[src/sv/gmptw_pkg.sv]
// Shared types and constants for the grid max path sum unit.
package gmptw_pkg;

    localparam int COIN_W    = 32;
    localparam int WALL_W    = 12;
    localparam int TOTAL_W   = 48;
    localparam int BEST_W    = 47;
    localparam int CFG_W     = 11;
    localparam int CFG_IDX_W = 1;

    localparam logic [CFG_IDX_W-1:0] REG_NUM_ROWS = 1'd0;
    localparam logic [CFG_IDX_W-1:0] REG_NUM_COLS = 1'd1;

    typedef logic signed [COIN_W-1:0]  coin_t;
    typedef logic        [WALL_W-1:0]  wall_t;
    typedef logic signed [TOTAL_W-1:0] total_t;
    typedef logic        [BEST_W-1:0]  best_t;
    typedef logic        [CFG_W-1:0]   cfg_data_t;

    // one entry of the row buffer or the left neighbor
    typedef struct packed {
        logic   valid;
        total_t total;
    } slot_t;

    // result of the walk cell handed to the best cell
    typedef struct packed {
        logic   reach;
        total_t total;
        logic   last;
    } cell_res_t;

endpackage

[src/sv/gmptw_best_cell.sv]
// Best cell: running best over reachable cells and the output register.
module gmptw_best_cell (
    input  logic                  clk,
    input  logic                  rst_n,
    input  logic                  res_valid,
    output logic                  res_stall,
    input  gmptw_pkg::cell_res_t  res,
    output logic                  out_valid,
    input  logic                  out_stall,
    output logic                  cell_reachable,
    output gmptw_pkg::total_t     cell_total,
    output gmptw_pkg::best_t      best_total,
    output logic                  last_cell
);
    import gmptw_pkg::*;

    logic      out_valid_reg;
    logic      out_valid_next;
    best_t     run_best_reg;
    best_t     run_best_next;
    logic      reach_reg;
    total_t    total_reg;
    best_t     best_reg;
    logic      last_reg;
    logic      load;
    logic      better;
    best_t     new_best;

    assign res_stall = out_valid_reg && out_stall;
    assign load      = res_valid && !res_stall;

    always_comb
    begin
        better   = res.reach && (res.total > $signed({1'b0, run_best_reg}));
        new_best = better ? res.total[BEST_W-1:0] : run_best_reg;
        run_best_next  = run_best_reg;
        out_valid_next = out_valid_reg && out_stall;
        if (load)
        begin
            out_valid_next = 1'b1;
            run_best_next  = res.last ? '0 : new_best;
        end
    end

    always_ff @(posedge clk or negedge rst_n)
    begin
        if (!rst_n)
        begin
            out_valid_reg <= 1'b0;
            run_best_reg  <= '0;
        end
        else
        begin
            out_valid_reg <= out_valid_next;
            run_best_reg  <= run_best_next;
        end
    end

    always_ff @(posedge clk)
    begin
        if (load)
        begin
            reach_reg <= res.reach;
            total_reg <= res.total;
            best_reg  <= new_best;
            last_reg  <= res.last;
        end
    end

    assign out_valid      = out_valid_reg;
    assign cell_reachable = reach_reg;
    assign cell_total     = total_reg;
    assign best_total     = best_reg;
    assign last_cell      = last_reg;

endmodule

[config.mk]
export PLATFORM = sky130hd
export DESIGN_NAME = gmptw_best_cell
export DESIGN_NICKNAME = d
export VERILOG_FILES = /design/src/sv/gmptw_pkg.sv /design/src/sv/gmptw_best_cell.sv
export SDC_FILE = /design/constraint.sdc
export NUM_CORES = 1
export LEC_CHECK = 0
export BUFFER_PORTS_ARGS = -buffer_cell sky130_fd_sc_hd__buf_2
export CAP_MARGIN = 15
export CORE_AREA = 4 4 140 169
export DETAILED_ROUTE_END_ITERATION = 12
export DIE_AREA = 0 0 144 173
export SETUP_SLACK_MARGIN = 0.02
export SLEW_MARGIN = 30
export SYNTH_ARGS = -nofsm -noshare
export SYNTH_HDL_FRONTEND = slang
export SYNTH_SLANG_ARGS = --single-unit
[constraint.sdc]
create_clock -name clk -period 6.95 [get_ports clk]
set_clock_uncertainty 0.05 [all_clocks]
set_input_delay 1.39 -clock clk [delete_from_list [all_inputs] [get_ports clk]]
set_output_delay 1.39 -clock clk [all_outputs]
set_load 0.05 [all_outputs]
==> reports/metrics.cfg <==
[synth]
synthArstFlopShare_pct = 33.1
ys_ff_latch = 145
synthCells = 442
yosys.area.top_type = edfxtp_1
syn_area_mm2 = 0.00654
synth_top_area_share_pct = 44.6
synth_cell_types = 43
synth-edff-count = 97
ys_top_cells_by_count = edfxtp_1 (97), inv_1 (50), dfrtp_1 (48), ha_1 (47), a22o_1 (46)
syn_avg_cell_area_um2 = 14.8
yosys_warnings = 0
yosysSeqAreaShare_pct = 62.9
synth_most_common_cell = edfxtp_1
syn_nets = 543
synth_top_flop_cell = edfxtp_1
ys_top_cells_by_area = edfxtp_1 (45%), dfrtp_1 (18%), ha_1 (9.0%)

[grt]
grt_pass1_vias = 4287
gr-usage-all-layers_pct = 12.3
antenna_found_initial = 3
grt_pass1_wl_um = 23500
grt_max_degree = 67
gr-total-overflow = 0

[place]
place_congestion = 0.705
dp_cells = 867
portBuffers = 152
dp_hpwl_um = 10700

[floorplan]
row_count = 60
ios = 153
die-area_mm2 = 0.0249
coreArea_mm2 = 0.0221
die_height_um = 173
initial_core_util_pct = 29.5
die_w_um = 144

[drt]
dr.pass1.iters = 4
wire_per_inst_um = 16.7
wirelength_um = 15000
drt_iter0_drc = 135
route.detailed.drc = 0
vias_per_cell = 4.61
ant_nets = 0
vias = 4162

[final_layout]
synthToLayoutAreaGrowth_pct = 25.6
fillers = 2124
largest_reg_flops = 48
final_cells = 902
drive_gt1_share_pct = 32.8
multi_input_area_mm2 = 0.00215
ff_latch_area_mm2 = 0.00411
nets = 710

[timing]
max_freq_ghz = 0.239
layout_min_cycle_time_ps = 4180
hold_violations = 0
hold_slack_ps = 466
fin_crit_sh_pct = 60.2
setup_tns_ps = 0
grt_setup_unrepaired = false
slew_violations = 0
slew_headroom_pct = 40.7
setup_violations = 0
worstMarginPinSlew_ps = 890

[run]
maxCapViolCount = 0

[power]
ir_worst_vdd_mv = 0.164
leakage_nw = 3.54
cellPowerDensity_mw_per_mm2 = 279

[worst_setup_path]
crit_type = in -> reg
start_kind = input port
cp_max_fo = 28
setup.worst_path.end = best_total[34]$_DFFE_PP_
crit_required_ps = 7060
crit_arrival_ps = 4290
rrSetupSlack_ps = 3450
rr_startpoint = run_best_reg[39]$_DFFE_PN0P_
r2r_cells = 9
cp-end-kind = register
crit_start = res[40]
reg2reg_to = best_total[34]$_DFFE_PP_

[clocking]
cts_tree = yes
cts-root-buf = clkbuf_16
cts-htree-levels = 4
cts.path.max_buffers = 2
cts_resized = 0
clock_latency_ps = 420
path_clk_slew_ps = 60
cts_hold_buf = 0
post-cts-setup-buffers = 0
numCtsBuffers = 17
cts.sink_count = 145

[run_status]
status = finished, final reports clean

[min_path]
hp-start = run_best_reg[16]$_DFFE_PN0P_
min_path_type = reg -> reg

-- area by class of cell --
cell class | instances | area share (%)
sequential | 145 | 50.1
tap | 279 | 4.25
antenna | 1 | 0.0305
timing repair buffer | 160 | 10.1
clock inverter | 9 | 1.33
inverter | 50 | 2.32
clock buffer | 23 | 5.70
multi-input combinational | 235 | 26.2
-- layout by cell type (no fill, tap or decap), drive strengths merged, types with 14 or more instances in the layout --
cell	instances
mux2	46
dfrtp	48
clkbuf	23
buf	160
inv	50
nand2	14
ha	47
edfxtp	97
a22o	46
a21oi	20
-- kinds of logic (layout without fill, tap and decap cells) --
logic type | Yosys count | in the layout | synth area share (%)
AND/OR/NAND/NOR | 52 | 52 | 5.21
other | 0 | 1 | 0
flip-flops | 145 | 145 | 62.9
AO/OA/AOI/OAI | 90 | 90 | 10.7
buffers and inverters | 62 | 242 | 4.25
multiplexers | 46 | 46 | 7.92
adder cells (fa/ha/maj) | 47 | 47 | 9.00
-- power by group --
part           switching (mW)  internal (mW)
Clock                   0.353          0.547
Combinational           0.262          0.111
Sequential             0.0262          0.995
-- layer usage --
| metal | share of wire (%) | track usage [%] | wire length, µm | vias up |
|---|---|---|---|---|
| met5 | 0.19 | 0 | 28 | - |
| met2 | 47 | 19.7 | 7110 | 106 |
| li1 | - | - | - | 2020 |
| met3 | 5.6 | 3.71 | 838 | 23 |
| met4 | 2.2 | 4.36 | 326 | 6 |
| met1 | 45 | 15.5 | 6730 | 2007 |
-- worst max-delay path, stage by stage --
cell      delay [ps]
buf_2            120
ha_1             310
nand4_1          230
nor4_4           430
and3_2           270
a221oi_2         110
nor2_4           540
buf_4            500
mux2_1           370
-- how the worst min path moves through the flow --
stage,end,slack [ps],cells after the start
after floorplan,run_best_reg[10]$_DFFE_PN0P_,430,1
after global placement,run_best_reg[41]$_DFFE_PN0P_,450,1
after detailed placement,run_best_reg[16]$_DFFE_PN0P_,460,1
after CTS,run_best_reg[16]$_DFFE_PN0P_,470,1
after global routing,run_best_reg[31]$_DFFE_PN0P_,480,1
final,run_best_reg[16]$_DFFE_PN0P_,470,1
-- metrics by stage --
step / utilization (%) / power (mW) / area [µm²] / setup slack (ps)
floorplan: - / 1.31 / 6540 / 2340
global placement: 34.4 / 1.41 / 7610 / 2220
detailed placement: 34.4 / 1.42 / 7610 / 2150
CTS: 37.0 / 2.33 / 8190 / 2580
global route: 37.1 / 2.40 / 8210 / 2580
finish: 37.1 / 2.29 / 8210 / 2770
(Power assumes the default switching activity.)
